### src/sv/nds_pkg.sv
// Shared types and constants for the nearest detector search block.
// Used by every module of the block; depends on nothing else.

package nds_pkg;

    localparam int COORD_W           = 24;
    localparam int ENTRY_W           = 6;
    localparam int COUNT_W           = 7;
    localparam int DIST_W            = 25;
    localparam int DIFF_W            = COORD_W + 1;
    localparam int TERM_W            = 2 * COORD_W + 1;
    localparam int ROOT_W            = 25;
    localparam int SQ_W              = 2 * ROOT_W;
    localparam int NUM_DETECTORS_DEF = 64;

    localparam logic OP_LOAD  = 1'b0;
    localparam logic OP_QUERY = 1'b1;

    typedef struct packed {
        logic signed [COORD_W-1:0] x;
        logic signed [COORD_W-1:0] y;
        logic signed [COORD_W-1:0] z;
    } coord_t;

    typedef struct packed {
        logic                      operation;
        logic [ENTRY_W-1:0]        entry_index;
        logic signed [COORD_W-1:0] x;
        logic signed [COORD_W-1:0] y;
        logic signed [COORD_W-1:0] z;
    } request_t;

    typedef struct packed {
        logic [ENTRY_W-1:0] nearest_index;
        logic [DIST_W-1:0]  distance;
        logic               no_detector;
    } result_t;

    typedef struct packed {
        logic valid;
        logic last;
    } scan_tag_t;

endpackage

### src/sv/nds_table.sv
// Centre table: one synchronous memory with one write port and one read port.
// Read data is registered. Depends on nds_pkg.

module nds_table #(
    parameter int NUM_DETECTORS = nds_pkg::NUM_DETECTORS_DEF,
    localparam int ADDR_W = (NUM_DETECTORS > 1) ? $clog2(NUM_DETECTORS) : 1
) (
    input  logic                clk,
    input  logic                wr_en,
    input  logic [ADDR_W-1:0]   wr_addr,
    input  nds_pkg::coord_t     wr_data,
    input  logic                rd_en,
    input  logic [ADDR_W-1:0]   rd_addr,
    output nds_pkg::coord_t     rd_data
);
    import nds_pkg::*;

    coord_t centre_mem_reg [NUM_DETECTORS];
    coord_t rd_data_reg;

    always_ff @(posedge clk)
    begin
        if (wr_en)
        begin
            centre_mem_reg[wr_addr] <= wr_data;
        end
        if (rd_en)
        begin
            rd_data_reg <= centre_mem_reg[rd_addr];
        end
    end

    assign rd_data = rd_data_reg;

endmodule

### config.mk
export PLATFORM = sky130hd
export DESIGN_NAME = nds_table
export DESIGN_NICKNAME = d
export VERILOG_FILES = /design/src/sv/nds_pkg.sv /design/src/sv/nds_table.sv
export SDC_FILE = /design/constraint.sdc
export NUM_CORES = 2
export LEC_CHECK = 0
export BUFFER_PORTS_ARGS = -buffer_cell sky130_fd_sc_hd__buf_4
export CORE_UTILIZATION = 30
export CTS_CLUSTER_SIZE = 14
export DETAILED_ROUTE_END_ITERATION = 8
export GPL_TIMING_DRIVEN = 0
export PLACE_DENSITY = 0.43
export SYNTH_ARGS = -nofsm -noshare
export SYNTH_HDL_FRONTEND = slang
export SYNTH_MEMORY_MAX_BITS = 65536
export SYNTH_SLANG_ARGS = --single-unit
### constraint.sdc
create_clock -name clk -period 7.27 [get_ports clk]
set_clock_uncertainty 0.2 [all_clocks]
set_input_delay 1.454 -clock clk [delete_from_list [all_inputs] [get_ports clk]]
set_output_delay 1.454 -clock clk [all_outputs]
set_load 0.02 [all_outputs]
==> results.ini <==
[outcome]
outcome = completed

[power]
vdd.ir_drop.worst_mv = 0.251
power.density_nw_per_um2 = 281
switchingPower_w = 0.0136
total_power_w = 0.0593
internal-power_w = 0.0457
p_seq_frac = 0.506
leakage_nw = 65.2
switching_share = 0.229
power_frac_comb = 0.055
clkPwrFrac = 0.440

[worst_setup_path]
endpoint_kind = flip-flop
critPathKind = in -> reg
start_kind = input pin
arrival_ps = 5780
critPathMaxFanout = 15
r2r_start = centre_mem_reg[35][38]
path_cells = buf_4, buf_4, buf_2, buf_2, mux4_2, a22oi_1, nand3b_1, o211a_1
reg2reg_depth = 4
regToRegSetupSlack_ps = 4210
slowest_delay_ps = 1120
cpMaxStageDelayCell = buf_2
crit_required_ps = 7840
timing.rr.end = rd_data[38]

[route]
antenna_left = 0
routedWlPerCell_um = 40.0
drtIter0Drc = 12400
vias_per_cell = 5.37
drc = 0
drt_first_pass_iters = 6
num_vias = 88900
finalWirelength_mm = 661

[synth]
synth_edf_count = 4680
syn_area_um2 = 176000
netlist_instances = 7305
yosysUniqueCellTypes = 26
syn_nets = 7392
synth-main-ff-cell = edfxtp_1
ys_ff_latch = 4680
async_flop_share = 0
ys_seq_area_frac = 0.799
yosysWarningCount = 0
syn_avg_cell_area_um2 = 24.1

[die]
die_w_um = 768
boundaryPins = 159
fp.dieH_um = 768
initial_utilization = 0.302
core_area_um2 = 583000
die_area_um2 = 590000
num_rows = 280

[sta]
slew_viol_final = 0
post-route-min-period_ps = 5210
fin_tns_setup_ps = 0
fin_hold_ws_ps = 621
fmax_mhz = 192
rsz0062_at_grt = no
hold_viol_final = 0
setup_violations = 0
tightest_slew_ps = 1470
maxSlewHeadroom = 0.0217
setup_slack_ps = 2060
period_share = 0.717

[clocking]
cts_sinks = 4680
cts_setup_buffers = 0
htree_levels = 6
cts_tree = done
clockBufferDepth = 4
cts_buffers = 536
hold_buffers = 0
cts-resized-gates = 0
clk_pin_slew_worst_paths_ps = 60
clkLatencyLatePin_ps = 1100
root_buffer = clkbuf_16

[min_path]
holdPathStages = 1
hold_class = in -> reg
worstHoldStart = rd_en
min_to = rd_data[39]

[final_layout]
final_common_cell = edfxtp_1
syn2layout_area_growth_pct = 20.2
drive_above_1_share = 0.309
fin_nets = 8419
largest_reg_flops = 4608
nFillCells = 53000
finalCoreUtilization = 0.363
most-common-layout-cells = edfxtp_1, mux4_2, clkbuf_16, a22oi_1, buf_12

[place]
preCtsSetupSlack_ps = 764
place.gp.congestion = 0.751
dp_hpwl_mm = 453
portBuffers = 151

[grt]
grt_pass1_wl_mm = 861
antenna_found_initial = 75
use_met3 = 0.0464
use_met1 = 0.290
grt_overflow_total = 0
grt_max_degree = 65
top_usage_layer = met2
grt_pass1_vias = 89500
track_usage = 0.220
use_met2 = 0.363

[run]
max_cap_violations = 0

power by group through the flow:
stage	registers [W]	clock network (W)	logic (W)
floorplan	0.0306	0	0.00137
global placement	0.0306	0	0.00318
detailed placement	0.0306	0	0.00331
CTS	0.0300	0.0265	0.00332
global route	0.0300	0.0274	0.00339
finish	0.0300	0.0261	0.00326
worst max-delay path by stage:
stage / startpoint / to / slack [ps] / cells after the start
after global placement: wr_addr[1] / centre_mem_reg[27][23] / -7330 / 4
after detailed placement: rd_addr[2] / rd_data[40] / 760 / 8
after floorplan: wr_addr[5] / centre_mem_reg[39][0] / 1240 / 4
final: rd_addr[1] / rd_data[36] / 2060 / 8
after CTS: rd_addr[2] / rd_data[40] / 1930 / 8
after global routing: rd_addr[2] / rd_data[40] / 2020 / 8
per-layer routing:
layer,routed length [µm],vias up
met5,205,-
met3,52600,922
met4,23000,30
met1,266000,49800
met2,320000,4069
li1,-,34100
kinds of logic (layout without fill, tap and decap cells):
family / count (synthesis) / in the layout / share of synthesized area
AO/OA/AOI/OAI: 630 / 630 / 0.0273
buffers and inverters: 418 / 1866 / 0.0115
other: 0 / 39 / 0
flip-flops: 4680 / 4680 / 0.799
multiplexers: 1260 / 1260 / 0.154
AND/OR/NAND/NOR: 317 / 317 / 0.00878
Yosys cell counts (4+ instances only):
master,number,area share
o211a_1,72,0.0041
a22oi_1,288,0.012
mux4_2,1152,0.15
clkbuf_1,143,0.0031
buf_4,56,0.0024
buf_2,190,0.0054
nand2b_1,9,0.00032
a211oi_1,72,0.0031
nor2_1,120,0.0026
edfxtp_1,4680,0.80
nand2_1,8,0.00017
or3b_2,4,0.00020
o221ai_1,54,0.0027
mux2i_1,108,0.0061
nand3b_1,26,0.0011
buf_1,27,0.00058
nor2b_1,9,0.00032
nand3_1,128,0.0036
o22ai_1,144,0.0051
critical path, delay by kind of cell:
kind / cells / cell delay (ps)
AOI/OAI and AO/OA: 2 / 700
buffers and inverters: 4 / 2360
muxes: 1 / 400
and+or+nand+nor: 1 / 810
layout make-up:
cell class                      instances  area (µm²)  share of cell area
Antenna cell                           39        97.6            0.000462
Buffer                                418        2090             0.00988
Clock buffer                          682       14100              0.0668
Clock inverter                        277        2570              0.0121
Multi-Input combinational cell       2207       33900               0.160
Sequential cell                      4680      141000               0.665
Tap cell                             7755        9700              0.0459
Timing Repair Buffer                  489        8430              0.0399
through the flow:
| step | instance area (µm²) | instances |
|---|---|---|
| floorplan | 176000 | 7305 |
| global placement | 187000 | 15200 |
| detailed placement | 195000 | 15500 |
| CTS | 211000 | 16500 |
| global route | 211000 | 16500 |
| finish | 211000 | 16500 |
(Power assumes the default switching activity.)
