**src/sv/nds_pkg.sv**
```systemverilog
// Shared types and constants for the nearest detector search block.
// Used by every module of the block; depends on nothing else.

package nds_pkg;

    localparam int COORD_W           = 24;
    localparam int ENTRY_W           = 6;
    localparam int COUNT_W           = 7;
    localparam int DIST_W            = 25;
    localparam int DIFF_W            = COORD_W + 1;
    localparam int TERM_W            = 2 * COORD_W + 1;
    localparam int ROOT_W            = 25;
    localparam int SQ_W              = 2 * ROOT_W;
    localparam int NUM_DETECTORS_DEF = 64;

    localparam logic OP_LOAD  = 1'b0;
    localparam logic OP_QUERY = 1'b1;

    typedef struct packed {
        logic signed [COORD_W-1:0] x;
        logic signed [COORD_W-1:0] y;
        logic signed [COORD_W-1:0] z;
    } coord_t;

    typedef struct packed {
        logic                      operation;
        logic [ENTRY_W-1:0]        entry_index;
        logic signed [COORD_W-1:0] x;
        logic signed [COORD_W-1:0] y;
        logic signed [COORD_W-1:0] z;
    } request_t;

    typedef struct packed {
        logic [ENTRY_W-1:0] nearest_index;
        logic [DIST_W-1:0]  distance;
        logic               no_detector;
    } result_t;

    typedef struct packed {
        logic valid;
        logic last;
    } scan_tag_t;

endpackage

```
**src/sv/nds_dist.sv**
```systemverilog
// Squared distance pipeline: absolute differences, squares, then their sum.
// Three register stages; a tag travels alongside each request. Depends on nds_pkg.

module nds_dist (
    input  logic                    clk,
    input  logic                    rst_n,
    input  nds_pkg::coord_t         centre,
    input  nds_pkg::coord_t         point,
    input  nds_pkg::scan_tag_t      tag_in,
    output logic [nds_pkg::SQ_W-1:0] sum,
    output nds_pkg::scan_tag_t      tag_out
);
    import nds_pkg::*;

    function automatic logic [DIFF_W-1:0] abs_diff(
        input logic signed [COORD_W-1:0] a,
        input logic signed [COORD_W-1:0] b
    );
        logic signed [DIFF_W-1:0] d;
        d = DIFF_W'(a) - DIFF_W'(b);
        return d[DIFF_W-1] ? DIFF_W'(-d) : DIFF_W'(d);
    endfunction

    logic [DIFF_W-1:0]   ad_reg [3];
    logic [DIFF_W-1:0]   ad_next [3];
    logic [TERM_W-1:0]   sq_reg [3];
    logic [TERM_W-1:0]   sq_next [3];
    logic [2*DIFF_W-1:0] prod [3];
    logic [SQ_W-1:0]     sum_reg;
    logic [SQ_W-1:0]     sum_next;
    scan_tag_t           tag1_reg;
    scan_tag_t           tag2_reg;
    scan_tag_t           tag3_reg;

    always_comb
    begin
        ad_next[0] = abs_diff(centre.x, point.x);
        ad_next[1] = abs_diff(centre.y, point.y);
        ad_next[2] = abs_diff(centre.z, point.z);
        for (int k = 0; k < 3; k++)
        begin
            prod[k]    = (2*DIFF_W)'(ad_reg[k]) * (2*DIFF_W)'(ad_reg[k]);
            sq_next[k] = prod[k][TERM_W-1:0];
        end
        sum_next = SQ_W'(sq_reg[0]) + SQ_W'(sq_reg[1]) + SQ_W'(sq_reg[2]);
    end

    always_ff @(posedge clk)
    begin
        for (int k = 0; k < 3; k++)
        begin
            ad_reg[k] <= ad_next[k];
            sq_reg[k] <= sq_next[k];
        end
        sum_reg <= sum_next;
    end

    always_ff @(posedge clk or negedge rst_n)
    begin
        if (!rst_n)
        begin
            tag1_reg <= '0;
            tag2_reg <= '0;
            tag3_reg <= '0;
        end
        else
        begin
            tag1_reg <= tag_in;
            tag2_reg <= tag1_reg;
            tag3_reg <= tag2_reg;
        end
    end

    assign sum     = sum_reg;
    assign tag_out = tag3_reg;

endmodule

```
**config.mk**
```make
export PLATFORM = sky130hd
export DESIGN_NAME = nds_dist
export DESIGN_NICKNAME = d
export VERILOG_FILES = /design/src/sv/nds_pkg.sv /design/src/sv/nds_dist.sv
export SDC_FILE = /design/constraint.sdc
export NUM_CORES = 2
export LEC_CHECK = 0
export ABC_AREA = 1
export BUFFER_PORTS_ARGS = -buffer_cell sky130_fd_sc_hd__buf_2
export CAP_MARGIN = 20
export CORE_MARGIN = 10
export CORE_UTILIZATION = 30
export CTS_CLUSTER_SIZE = 12
export DETAILED_ROUTE_END_ITERATION = 12
export PLACE_DENSITY_LB_ADDON = 0.05
export SYNTH_ARGS = -nofsm -noshare
export SYNTH_HDL_FRONTEND = slang
export SYNTH_SLANG_ARGS = --single-unit
export TNS_END_PERCENT = 50
```
**constraint.sdc**
```tcl
create_clock -name clk -period 6.34 [get_ports clk]
set_clock_uncertainty 0.15 [all_clocks]
set_input_delay 0.951 -clock clk [delete_from_list [all_inputs] [get_ports clk]]
set_output_delay 0.951 -clock clk [all_outputs]
set_load 0.005 [all_outputs]
```
==> impl_metrics.csv <==
group,metric,value,unit
hold_path,hold_class,"reg -> reg",
floorplanning,chipWidth,510,um
detailed_routing,dr_wl_met2,110,mm
global_route,grt_util_all_layers,18.3,%
hold_path,hold_end,"tag_out[0]$_DFF_PN0_",
worst_setup_path,cp_slowest_stage_delay,570,ps
placement,gp_congestion,0.868,
layout,drive_above_1_share,23.2,%
clock_tree,clock-sinks,275,
logic_synthesis,synthFlopType,"dfxtp_1",
worst_setup_path,path_class,"reg -> reg",
clock_tree,cts_tree,"done",
clock_tree,numCtsBuffers,44,
worst_setup_path,required,6750,ps
floorplanning,num_io_pins,200,
worst_setup_path,rr_worst_depth,25,
global_route,grt-ovfl-total,0,
logic_synthesis,netlist-cell-type-count,53,
detailed_routing,highest_layer,"met5",
sta,finalCritPeriodShare,103,%
worst_setup_path,worst_setup_path_end_kind,"flip-flop",
run,maxCapViolCount,0,
placement,port_buffers,199,
status,outcome,"finished with violations",
detailed_routing,first_pass_iters,5,
floorplanning,dieArea,260000,um2
detailed_routing,drt_iter0_markers,2582,
worst_setup_path,worst-path-max-fanout,5,
logic_synthesis,syn_inst,9236,
floorplanning,rows,179,
clock_tree,clk_latency,680,ps
layout,areaGrowthSynthToFinish,29.2,%
sta,maxSlewViolCount,0,
logic_synthesis,ys_warn_count,0,
clock_tree,cts_buffer_depth,3,
global_route,antenna_found_initial,19,
worst_setup_path,path_common_cell,"fa_1",
hold_path,hold_depth,0,
clock_tree,cts_root_buffer,"clkbuf_16",
logic_synthesis,avgSynthCellArea,7.80,um2
detailed_routing,wire_per_inst,17.8,um
placement,place_ws,-667,ps
logic_synthesis,syn-cell-area,72000,um2
detailed_routing,via_per_inst,4.33,
status,violations,"negative setup slack",
floorplanning,die_h,510,um
logic_synthesis,seq_area_frac_synth,7.68,%
layout,largest_reg_flops,144,
sta,fin_crit,6540,ps
detailed_routing,num_vias,59091,
logic_synthesis,synth-edff-count,0,
floorplanning,start_util,30.2,%
sta,max_slew_margin,24.0,%
sta,grt_setup_unrepaired,"yes",
worst_setup_path,r2r-start,"ad_reg[0][34]$_DFF_P_",
global_route,grt_pass1_wl,370,mm
sta,hold_viol,0,
sta,max_freq,153,MHz
sta,whs,200,ps
global_route,grt_pass1_vias,64240,
detailed_routing,final_antenna_net_count,0,
hold_path,hold_path_startpoint,"tag2_reg[0]$_DFF_PN0_",
placement,dp_hpwl,211,mm
worst_setup_path,cp.arrival,6960,ps
detailed_routing,wl_met1,119,mm
clock_tree,clk_pin_slew,60,ps
floorplanning,core-area,239000,um2
worst_setup_path,rr_endpoint,"sq_reg[0][91]$_DFF_P_",
worst_setup_path,rrSetupSlack,-200,ps
layout,fin_nets,12722,
detailed_routing,drcViolationCount,0,
layout,fin_util,39.0,%
global_route,grt_start_max_net_pins,25,
detailed_routing,wl_met3,8.77,mm
sta,worstMarginPinSlew,1130,ps
sta,fin_ws,-201,ps
logic_synthesis,synth-async-reset-ratio,2.18,%
clock_tree,htree_levels,2,
worst_setup_path,crit_path_top_delay_cell,"fa_1",
logic_synthesis,synth_seq_cells,275,
sta,setup_viol,2,
detailed_routing,finalWirelength,244,mm
worst_setup_path,cp-start-kind,"flip-flop",
-- placed cells by master (no fill, tap or decap), drive strengths merged, types with 3 or more instances in the layout --
cell      instances
a211oi            5
a21boi            9
a21o             35
a21oi           325
a31oi            44
and2              3
and3              4
buf            1348
bufinv            3
clkbuf           71
clkinv            9
clkinvlp          9
conb              3
dfrtp             6
dfxtp           269
diode             9
fa             1450
ha              677
inv            2897
nand2          1992
nand3           231
nand3b           14
nand4            36
nor2            459
nor3             52
nor4             23
o2111ai           5
o21a              9
o21ai           180
o21bai           26
o221ai            6
o31ai             3
or2               8
xnor2            89
xor2            173
-- per-stage QoR --
stage | cells | instance area [um2] | TNS [ps]
final | 13658 | 93100 | -221
after global routing | 13652 | 93100 | -7120
after CTS | 13515 | 87900 | -904
after detailed placement | 13410 | 84600 | -24210
after global placement | 13409 | 84600 | -21360
after floorplan | 9238 | 72100 | -41.1
-- final cells by class --
| type | count | area, um2 |
|---|---|---|
| Antenna cell | 9 | 22.5 |
| Clock buffer | 50 | 1140 |
| Timing Repair Buffer | 1370 | 12000 |
| Clock inverter | 31 | 374 |
| Sequential cell | 275 | 5700 |
| Tap cell | 3167 | 3960 |
| Multi-Input combinational cell | 5869 | 59100 |
| Inverter | 2887 | 10800 |
| Fill cell | 24734 | 145000 |
-- metal layers --
metal / track usage [%] / vias up
li1: - / 29101
met5: 0 / -
met1: 26.2 / 28968
met3: 2.01 / 187
met4: 4.30 / 4
met2: 29.5 / 831
-- worst max-delay path, delay by kind of cell, from the launching register on --
family | cells | cell delay (ps)
fa+ha+maj | 8 | 3930
buf+inv | 10 | 820
simple gates | 5 | 470
compound gates | 1 | 420
flops | 1 | 350
xor+xnor | 1 | 280
-- cell usage after synthesis (36+ instances only) --
cell,n,area (um2)
nand2_1,1960,7360
fa_1,1450,29000
nand4_1,36,225
a21oi_1,323,1620
inv_1,2877,10800
xor2_1,171,1500
nor2_1,443,1660
ha_1,677,8470
dfxtp_1,269,5390
nor3_1,49,245
clkbuf_1,200,751
o21ai_0,171,856
nand3_1,222,1110
a31oi_1,44,275
xnor2_1,89,780
-- kinds of logic after synthesis --
logic type	count (synthesis)	share of synthesized area, %
XOR/XNOR	262	3.22
AO/OA/AOI/OAI	653	5.03
other	1	0.00520
flip-flops	275	7.68
buffers and inverters	3094	16.2
AND/OR/NAND/NOR	2824	15.9
adder cells (fa/ha/maj)	2127	52.0
-- how the worst max path moves through the flow --
stage	start	endpoint	slack [ps]	cells past startpoint
after floorplan	ad_reg[0][64]$_DFF_P_	sq_reg[0][134]$_DFF_P_	-20	26
final	ad_reg[0][34]$_DFF_P_	sq_reg[0][91]$_DFF_P_	-200	25
after global routing	ad_reg[0][33]$_DFF_P_	sq_reg[0][91]$_DFF_P_	-340	26
after CTS	ad_reg[0][34]$_DFF_P_	sq_reg[0][91]$_DFF_P_	-190	25
after detailed placement	ad_reg[0][42]$_DFF_P_	sq_reg[0][91]$_DFF_P_	-670	22
after global placement	ad_reg[0][42]$_DFF_P_	sq_reg[0][91]$_DFF_P_	-600	22
-- timing repair --
| item | CTS | global route |
|---|---|---|
| endpoints found under the setup margin | 92 | 93 |
| gates cloned | 2 | 21 |
| hold endpoints to repair | 6 | 0 |
| resized for setup | 357 | 999 |
| pin swaps | 61 | 452 |
| hold buffers | 1 | 0 |
| buffers inserted | 22 | 124 |
Power is left out: the tool's default activity adds up to more than one toggle a clock period on the data nets, which glitch-free logic cannot reach.
