==> config.mk <==
export PLATFORM = sky130hd
export DESIGN_NAME = nds_sqrt
export DESIGN_NICKNAME = d
export VERILOG_FILES = /design/src/sv/nds_pkg.sv /design/src/sv/nds_sqrt.sv
export SDC_FILE = /design/constraint.sdc
export NUM_CORES = 1
export LEC_CHECK = 0
export BUFFER_PORTS_ARGS = -buffer_cell sky130_fd_sc_hd__buf_2
export CORE_UTILIZATION = 40
export CTS_CLUSTER_DIAMETER = 100
export DETAILED_ROUTE_END_ITERATION = 8
export GPL_TIMING_DRIVEN = 0
export SETUP_SLACK_MARGIN = 0.02
export SLEW_MARGIN = 20
export SYNTH_ARGS = -nofsm -noshare
export SYNTH_HDL_FRONTEND = slang
export SYNTH_SLANG_ARGS = --single-unit
==> constraint.sdc <==
create_clock -name clk -period 2.8 [get_ports clk]
set_clock_uncertainty 0.2 [all_clocks]
set_input_delay 0.56 -clock clk [delete_from_list [all_inputs] [get_ports clk]]
set_output_delay 0.56 -clock clk [all_outputs]
set_load 0.02 [all_outputs]
==> src/sv/nds_pkg.sv <==
// Shared types and constants for the nearest detector search block.
// Used by every module of the block; depends on nothing else.

package nds_pkg;

    localparam int COORD_W           = 24;
    localparam int ENTRY_W           = 6;
    localparam int COUNT_W           = 7;
    localparam int DIST_W            = 25;
    localparam int DIFF_W            = COORD_W + 1;
    localparam int TERM_W            = 2 * COORD_W + 1;
    localparam int ROOT_W            = 25;
    localparam int SQ_W              = 2 * ROOT_W;
    localparam int NUM_DETECTORS_DEF = 64;

    localparam logic OP_LOAD  = 1'b0;
    localparam logic OP_QUERY = 1'b1;

    typedef struct packed {
        logic signed [COORD_W-1:0] x;
        logic signed [COORD_W-1:0] y;
        logic signed [COORD_W-1:0] z;
    } coord_t;

    typedef struct packed {
        logic                      operation;
        logic [ENTRY_W-1:0]        entry_index;
        logic signed [COORD_W-1:0] x;
        logic signed [COORD_W-1:0] y;
        logic signed [COORD_W-1:0] z;
    } request_t;

    typedef struct packed {
        logic [ENTRY_W-1:0] nearest_index;
        logic [DIST_W-1:0]  distance;
        logic               no_detector;
    } result_t;

    typedef struct packed {
        logic valid;
        logic last;
    } scan_tag_t;

endpackage

==> src/sv/nds_sqrt.sv <==
// Floor square root, restoring digit-by-digit method, one result bit per cycle.
// Pulses done with the finished root. Depends on nds_pkg.

module nds_sqrt (
    input  logic                       clk,
    input  logic                       rst_n,
    input  logic                       start,
    input  logic [nds_pkg::SQ_W-1:0]   radicand,
    output logic                       done,
    output logic [nds_pkg::ROOT_W-1:0] root
);
    import nds_pkg::*;

    localparam int REM_W  = ROOT_W + 2;
    localparam int STEP_W = $clog2(ROOT_W);

    logic [SQ_W-1:0]   rad_reg;
    logic [SQ_W-1:0]   rad_next;
    logic [REM_W-1:0]  rem_reg;
    logic [REM_W-1:0]  rem_next;
    logic [ROOT_W-1:0] root_reg;
    logic [ROOT_W-1:0] root_next;
    logic [STEP_W-1:0] step_reg;
    logic [STEP_W-1:0] step_next;
    logic              running_reg;
    logic              running_next;
    logic              done_reg;
    logic              done_next;
    logic [REM_W-1:0]  rem_shift;
    logic [REM_W-1:0]  trial;
    logic              take;

    always_comb
    begin
        // Bring down the next two radicand bits and try root*4+1.
        rem_shift = {rem_reg[REM_W-3:0], rad_reg[SQ_W-1 -: 2]};
        trial     = {root_reg, 2'b01};
        take      = rem_shift >= trial;

        rad_next     = rad_reg;
        rem_next     = rem_reg;
        root_next    = root_reg;
        step_next    = step_reg;
        running_next = running_reg;
        done_next    = 1'b0;

        if (start)
        begin
            rad_next     = radicand;
            rem_next     = '0;
            root_next    = '0;
            step_next    = '0;
            running_next = 1'b1;
        end
        else if (running_reg)
        begin
            rad_next  = {rad_reg[SQ_W-3:0], 2'b00};
            rem_next  = take ? rem_shift - trial : rem_shift;
            root_next = {root_reg[ROOT_W-2:0], take};
            step_next = step_reg + STEP_W'(1);
            if (step_reg == STEP_W'(ROOT_W - 1))
            begin
                running_next = 1'b0;
                done_next    = 1'b1;
            end
        end
    end

    always_ff @(posedge clk)
    begin
        rad_reg  <= rad_next;
        rem_reg  <= rem_next;
        root_reg <= root_next;
        step_reg <= step_next;
    end

    always_ff @(posedge clk or negedge rst_n)
    begin
        if (!rst_n)
        begin
            running_reg <= 1'b0;
            done_reg    <= 1'b0;
        end
        else
        begin
            running_reg <= running_next;
            done_reg    <= done_next;
        end
    end

    assign done = done_reg;
    assign root = root_reg;

endmodule

==> results of run 1 <==
## layout make-up
type	count	share of cell area [%]
buffer	31	2.78
clock buffer	9	2.96
timing repair buffer	106	8.87
inverter	37	1.86
tap	180	2.96
multi-input combinational	407	44.1
sequential	107	35.2
clock inverter	7	1.20
## cell families after synthesis
| kind of cell | after synthesis | share of synthesized area [%] |
|---|---|---|
| flip-flops | 107 | 45.0 |
| buffers and inverters | 69 | 5.09 |
| AO/OA/AOI/OAI | 116 | 14.0 |
| AND/OR/NAND/NOR | 159 | 11.8 |
| adder cells (fa/ha/maj) | 29 | 6.16 |
| XOR/XNOR | 25 | 3.71 |
| multiplexers | 78 | 14.3 |
## final timing paths
check                                 start     endpoint  slack [ns]  depth (start not counted)
worst max-delay path               root[16]  rem_reg[18]        0.06                         13
worst min-delay path            radicand[0]   rad_reg[0]        0.27                          2
worst max register to register     root[16]  rem_reg[18]        0.06                         13
worst min register to register  rem_reg[23]  rem_reg[23]        0.28                          2
max in group asynchronous             rst_n  running_reg        2.01                          2
min in group asynchronous             rst_n         done        0.30                          2
## what timing repair did
action / CTS / global route
cloned: 0 / 3
endpoints found under the hold margin: 2 / 0
buffers inserted: 8 / 16
gates resized for setup: 40 / 76
hold buffers: 1 / 0
setup endpoints to repair: 26 / 26
pin swaps: 13 / 33
## worst max-delay path: cells and delay by family, from the launching register on
kind                     cells  cell delay (ns)
AO/OA/AOI/OAI                4             0.51
buffers and inverters        4             0.43
multiplexers                 1             0.22
adder cells (fa/ha/maj)      1             0.28
AND/OR/NAND/NOR              3             0.64
flip-flops                   1             0.34
## through the flow
step | instances | hold slack [ns] | power, mW | TNS [ns] | utilization (%)
2_1_floorplan | 583 | 0.0644 | 4.51 | 0 | -
3_3_place_gp | 840 | 0.149 | 5.15 | -33.26 | 46.1
3_5_place_dp | 841 | 0.152 | 5.19 | -3.38 | 46.2
4_1_cts | 865 | 0.265 | 7.00 | 0 | 50.1
5_1_grt | 884 | 0.280 | 8.44 | -0.392 | 53.8
6_report | 884 | 0.272 | 8.00 | 0 | 53.8
## cells in the mapped netlist, drive strengths merged (2+ instances only)
library cell / number
a21o: 14
clkbuf: 19
a211oi: 11
mux2i: 30
and3: 2
xor2: 11
or3: 3
a31oi: 3
nand2: 47
o21ai: 22
o211ai: 3
edfxtp: 50
a311oi: 15
o21bai: 5
a21boi: 2
nor3b: 2
xnor2: 14
and2: 3
o21a: 3
nor2: 71
a221oi: 2
dfrtp: 2
or2: 2
a21oi: 28
nor3: 11
ha: 29
buf: 13
dfxtp: 55
nand3: 7
inv: 37
mux2: 48
nand4: 6
## power groups by stage
stage	Sequential [mW]	Combinational, mW	Clock [mW]
finish	2.01	4.63	1.36
CTS	1.99	3.62	1.39
global route	2.04	4.96	1.45
global placement	2.01	3.14	0
floorplan	1.99	2.52	0
detailed placement	2.02	3.17	0
## layer usage
metal  track usage, %  vias up
li1                 -     2313
met2             32.1      119
met3             6.50       18
met4             6.70        2
met5                0        -
met1             23.3     2236
==> run summary, run 1 <==
I/O Buffers: 77
WL final: 14500 um
Syn Nets: 665
Final Hold Viols: 0
Layout area overhead: 29.1%
Crit share post-route: 97.8%
Yosys top cell area share: 25.5%
First-pass GRT wire length: 22600 um
Inserted Clock Buffers: 9
Slew @ Worst Pin: 0.821 ns
Asr flop ratio synth: 1.87%
Maxcap violations: 0
Commonest non-fill, non-tap cell in the layout: buf_2
Int Pwr: 4.93 mW
Critical path type: reg -> reg
Critical Path AT: 2.78 ns
WL met2: 7150 um
Power per cell area: 1050 mW/mm^2
RePlAce Congestion: 0.882
Filler Cell Count: 1268
Clk sinks: 107
Setup Viol. Count Final: 0
Slew headroom: 45.2%
NumNets Final: 781
YS warnings: 0
Synth top area cells: edfxtp_1, dfxtp_1, mux2_2, ha_1, mux2i_1
Worst Slack Setup Final: 0.0620 ns
Die height: 123 um
Final min period: 2.74 ns
All-Layer GR Usage: 19.3%
Drt wl/cell: 16.4 um
Logic pwr share: 57.9%
Post-synth EDFFs: 50
Cell variety after synth: 56
Max rail drop VDD: 0.000513 V
DP HPWL: 9830 um
Worst-path clk slew: 0.08 ns
Drt drc: 0
Die Span X: 123 um
Crit path cell chain: inv_1 -> ha_1 -> buf_6 -> o21ai_1 -> a21oi_2 -> nor2_1 -> or3b_4 -> o21ai_4 -> and2_4 -> buf_12 -> buf_8 -> mux2i_2 -> o22ai_1
Sw Ratio: 38.4%
CP Capture Type: flip-flop
Die area: 0.0152 mm^2
Avg Inst Size Synth: 10.1 um^2
Post-DR vias/cell: 5.30
Share of layout cells above drive strength 1: 38.6%
Largest net degree at the start of global routing: 36
WL met1: 6240 um
Slowest cell on crit path: or3b_4
Post-route design area: 0.00761 mm^2
Leak: 3.30 nW
Footprint of the multi-input gates: 0.00336 mm^2
Commonest cells after routing, fill and taps aside: buf_2, nor2_1, edfxtp_1
Syn Inst Count: 583
1st-iter DRT viols: 280
Root buffer cell: clkbuf_16
Clk network pwr share: 17.0%
Outcome: complete, no violations
Placed Area: 0.00654 mm^2
HP Class: in -> reg
Number of synthesized register bits: 107
Met3 routed WL: 897 um
Max Root-Sink Buffers: 2
Top Metal Used: met5
Initial core utilization: 41.7%
CP peak stage delay: 0.40 ns
Clk Latency, worst-skew pair: 0.37 ns
RSZ-0062 raised after global routing: yes
Seq/Total Area, Yosys: 45.0%
Antenna viol nets, final: 0
Yosys top cell by area: edfxtp_1
Diodes inserted: 0
Max frequency: 0.365 GHz
Max Slew Vio Count: 0
Mapped cell area: 0.00589 mm^2
CTS tree: done
Core ar.: 0.0141 mm^2
Site row count: 43
H-tree Lvls: 3
Worst-path maximum fanout: 8
Worst EP required: 2.84 ns
NetSw: 3.07 mW
Vias: 4688
Critical Path Start Type: flip-flop
GRT overflow: 0
Register area: 0.00268 mm^2
Sequential power share: 25.1%
Io pins: 79
Pre-CTS setup slack: -0.252 ns
Initial antenna violation count: 1
DRT Pass-1 Iters: 4
Number of global-route vias before repair: 4614
Post-synth top flop: dfxtp_1
Max FFs per register: 50
Note: power is estimated with default switching activity, not from simulation.
==> inputs of run 2 (changes only) <==
--- a/config.mk
+++ b/config.mk
@@ -7,6 +7,7 @@
 export LEC_CHECK = 0
 export BUFFER_PORTS_ARGS = -buffer_cell sky130_fd_sc_hd__buf_2
 export CORE_UTILIZATION = 40
+export CTS_BUF_LIST = sky130_fd_sc_hd__clkbuf_4
 export CTS_CLUSTER_DIAMETER = 100
 export DETAILED_ROUTE_END_ITERATION = 8
 export GPL_TIMING_DRIVEN = 0
==> run 2 against run 1 <==
Combinational power up 2%. Final cell count is 0.57% higher. Core utilization shrank 0.93 points. Hold slack worse by 0.14 ns. Cell area is 1.7% lower. Total power is 5.2% lower. Global-route usage up 0.38 points.
==> run summary, run 2 (same netlist as run 1, synthesis figures left out) <==
Site row count: 43 (unchanged)
Leak: 3.24 nW (was 3.30 nW)
Setup Viol. Count Final: 0 (unchanged)
Slew headroom: 44.2% (was 45.2%)
R2R setup slack: 0.07 ns (was 0.06 ns)
Critical Path Start Type: flip-flop (unchanged)
Max Root-Sink Buffers: 2 (unchanged)
Initial core utilization: 41.7% (unchanged)
Worst EP required: 3.03 ns (was 2.84 ns)
Filler Cell Count: 1295 (was 1268)
Number of global-route vias before repair: 4771 (was 4614)
Reg2reg end: rem_reg[9] (was rem_reg[18])
Initial antenna violation count: 1 (unchanged)
Max frequency: 0.367 GHz (was 0.365 GHz)
CP Capture Type: flip-flop (unchanged)
Clk sinks: 107 (unchanged)
Max FFs per register: 50 (unchanged)
Hold Crit Depth: 2 (unchanged)
Post-route design area: 0.00748 mm^2 (was 0.00761 mm^2)
Layout area overhead: 26.8% (was 29.1%)
Placed Area: 0.00654 mm^2 (unchanged)
Critical path type: reg -> reg (unchanged)
Inserted Clock Buffers: 9 (unchanged)
RePlAce Congestion: 0.882 (unchanged)
Power per cell area: 1010 mW/mm^2 (was 1050 mW/mm^2)
NumNets Final: 786 (was 781)
Sequential power share: 26.5% (was 25.1%)
Root buffer cell: clkbuf_4 (was clkbuf_16)
Footprint of the multi-input gates: 0.00332 mm^2 (was 0.00336 mm^2)
Largest net degree at the start of global routing: 36 (unchanged)
Worst-path maximum fanout: 6 (was 8)
Commonest cells after routing, fill and taps aside: buf_2, nor2_1, edfxtp_1 (unchanged)
DP HPWL: 9830 um (unchanged)
Core ar.: 0.0141 mm^2 (unchanged)
Met3 usage: 6.78% (was 6.50%)
I/O Buffers: 77 (unchanged)
Worst-path clk slew: 0.18 ns (was 0.08 ns)
Max Slew Vio Count: 0 (unchanged)
Non-Filler Instances: 889 (was 884)
Logic pwr share: 62.0% (was 57.9%)
HP Class: in -> reg (unchanged)
All-Layer GR Usage: 19.7% (was 19.3%)
GRT overflow: 0 (unchanged)
Io pins: 79 (unchanged)
CTS tree: done (unchanged)
Met1 Use GR: 23.5% (was 23.3%)
Clk Latency, worst-skew pair: 0.49 ns (was 0.37 ns)
H-tree Lvls: 3 (unchanged)
Share of layout cells above drive strength 1: 38.9% (was 38.6%)
Hold_sp: radicand[0] (unchanged)
Antenna viol nets, final: 0 (unchanged)
GR peak layer: met2 (unchanged)
WL final: 14600 um (was 14500 um)
Reg2reg path depth: 13 (unchanged)
Int Pwr: 4.62 mW (was 4.93 mW)
Final Hold Viols: 0 (unchanged)
First-pass GRT wire length: 23200 um (was 22600 um)
Die Span X: 123 um (unchanged)
R2R Path Start: root[10] (was root[16])
Crit share post-route: 97.4% (was 97.8%)
Die height: 123 um (unchanged)
Register area: 0.00268 mm^2 (about the same)
Met2 Use GR: 33.4% (was 32.1%)
Maxcap violations: 0 (unchanged)
DRT Pass-1 Iters: 4 (unchanged)
RSZ-0062 raised after global routing: yes (unchanged)
1st-iter DRT viols: 305 (was 280)
Post-DR vias/cell: 5.34 (was 5.30)
Hold Path End: rad_reg[0] (unchanged)
Diodes inserted: 0 (unchanged)
Slew @ Worst Pin: 0.837 ns (was 0.821 ns)
Commonest non-fill, non-tap cell in the layout: buf_2 (unchanged)
Vias: 4746 (was 4688)
Clk network pwr share: 11.6% (was 17.0%)
Sw Ratio: 39.1% (was 38.4%)
Drt drc: 0 (unchanged)
Placed cells: 841 (unchanged)
Outcome: complete, no violations (unchanged)
NetSw: 2.97 mW (was 3.07 mW)
Drt wl/cell: 16.4 um (about the same)
Max rail drop VDD: 0.000571 V (was 0.000513 V)
Final min period: 2.73 ns (was 2.74 ns)
Die area: 0.0152 mm^2 (unchanged)
Setup TNS: 0 ns (unchanged)
Critical Path AT: 2.96 ns (was 2.78 ns)
[run 2: cell count changes in the layout (fill, tap and decap cells not counted), moves of 2 or more]
cell and change:
dfxtp_1 -5, a311oi_2 -3, buf_8 +2, clkbuf_4 +9, ha_2 +3, a311oi_1 +3, ha_1 -3, inv_1 +2
clkbuf_16 -11, o21ai_1 +2, buf_6 -3, buf_4 +5, dfxtp_2 +6
[run 2: layout make-up]
class,instances,area share (%)
clock buffer,9,0.904
buffer,31,2.93
sequential,107,35.9
clock inverter,7,1.22
inverter,37,1.86
timing repair buffer,111,9.77
tap,180,3.01
multi-input combinational,407,44.4
[run 2: power by group through the flow]
stage	clock network [mW]	registers (mW)	logic, mW
2_1_floorplan	0	1.99	2.52
3_3_place_gp	0	2.01	3.14
3_5_place_dp	0	2.02	3.17
4_1_cts	0.907	1.99	4.08
5_1_grt	0.965	2.03	5.04
6_report	0.876	2.01	4.70
[run 2: repair_timing]
item | 4_1_cts | 5_1_grt
pin swaps | 21 | 20
endpoints found under the setup margin | 26 | 26
hold buffers | 1 | 0
endpoints found under the hold margin | 2 | 0
cloned | 2 | 1
resized for setup | 60 | 49
buffers inserted | 21 | 8
[run 2: worst max path at each step]
stage	from	end	slack (ns)	cells past startpoint
floorplan	root[15]	rem_reg[18]	0.02	13
global placement	start	rad_reg[33]	-0.61	4
detailed placement	root[3]	rem_reg[22]	-0.25	10
CTS	root[0]	rem_reg[19]	0.02	10
global route	root[12]	rem_reg[9]	-0.05	12
finish	root[10]	rem_reg[9]	0.07	13
[run 2: through the flow]
stage                     utilization (%)  power (mW)  setup WS [ns]  hold WS [ns]
after global routing                 52.8        8.04        -0.0537        0.0992
after CTS                            50.5        6.97         0.0206        0.0956
after detailed placement             46.2        5.19         -0.252         0.152
after floorplan                         -        4.51         0.0216        0.0644
final                                52.8        7.59         0.0715         0.133
after global placement               46.1        5.15         -0.614         0.149
[run 2: per-layer routing]
layer / up-vias / part of all wire, %
met2: 140 / 49
met4: 2 / 1.9
met5: - / 0.069
li1: 2334 / -
met3: 23 / 7.2
met1: 2247 / 42
[run 2: critical path, cell delays in order, from the launching register on]
cell and delay [ns]:
dfxtp_2 0.36, inv_1 0.08, ha_4 0.20, buf_6 0.13
a21oi_4 0.13, o21ai_2 0.10, or3_4 0.39, nor3_4 0.19
o21ai_4 0.10, buf_4 0.16, nand2_8 0.07, bufbuf_16 0.26
nand2_1 0.06, a311oi_2 0.23
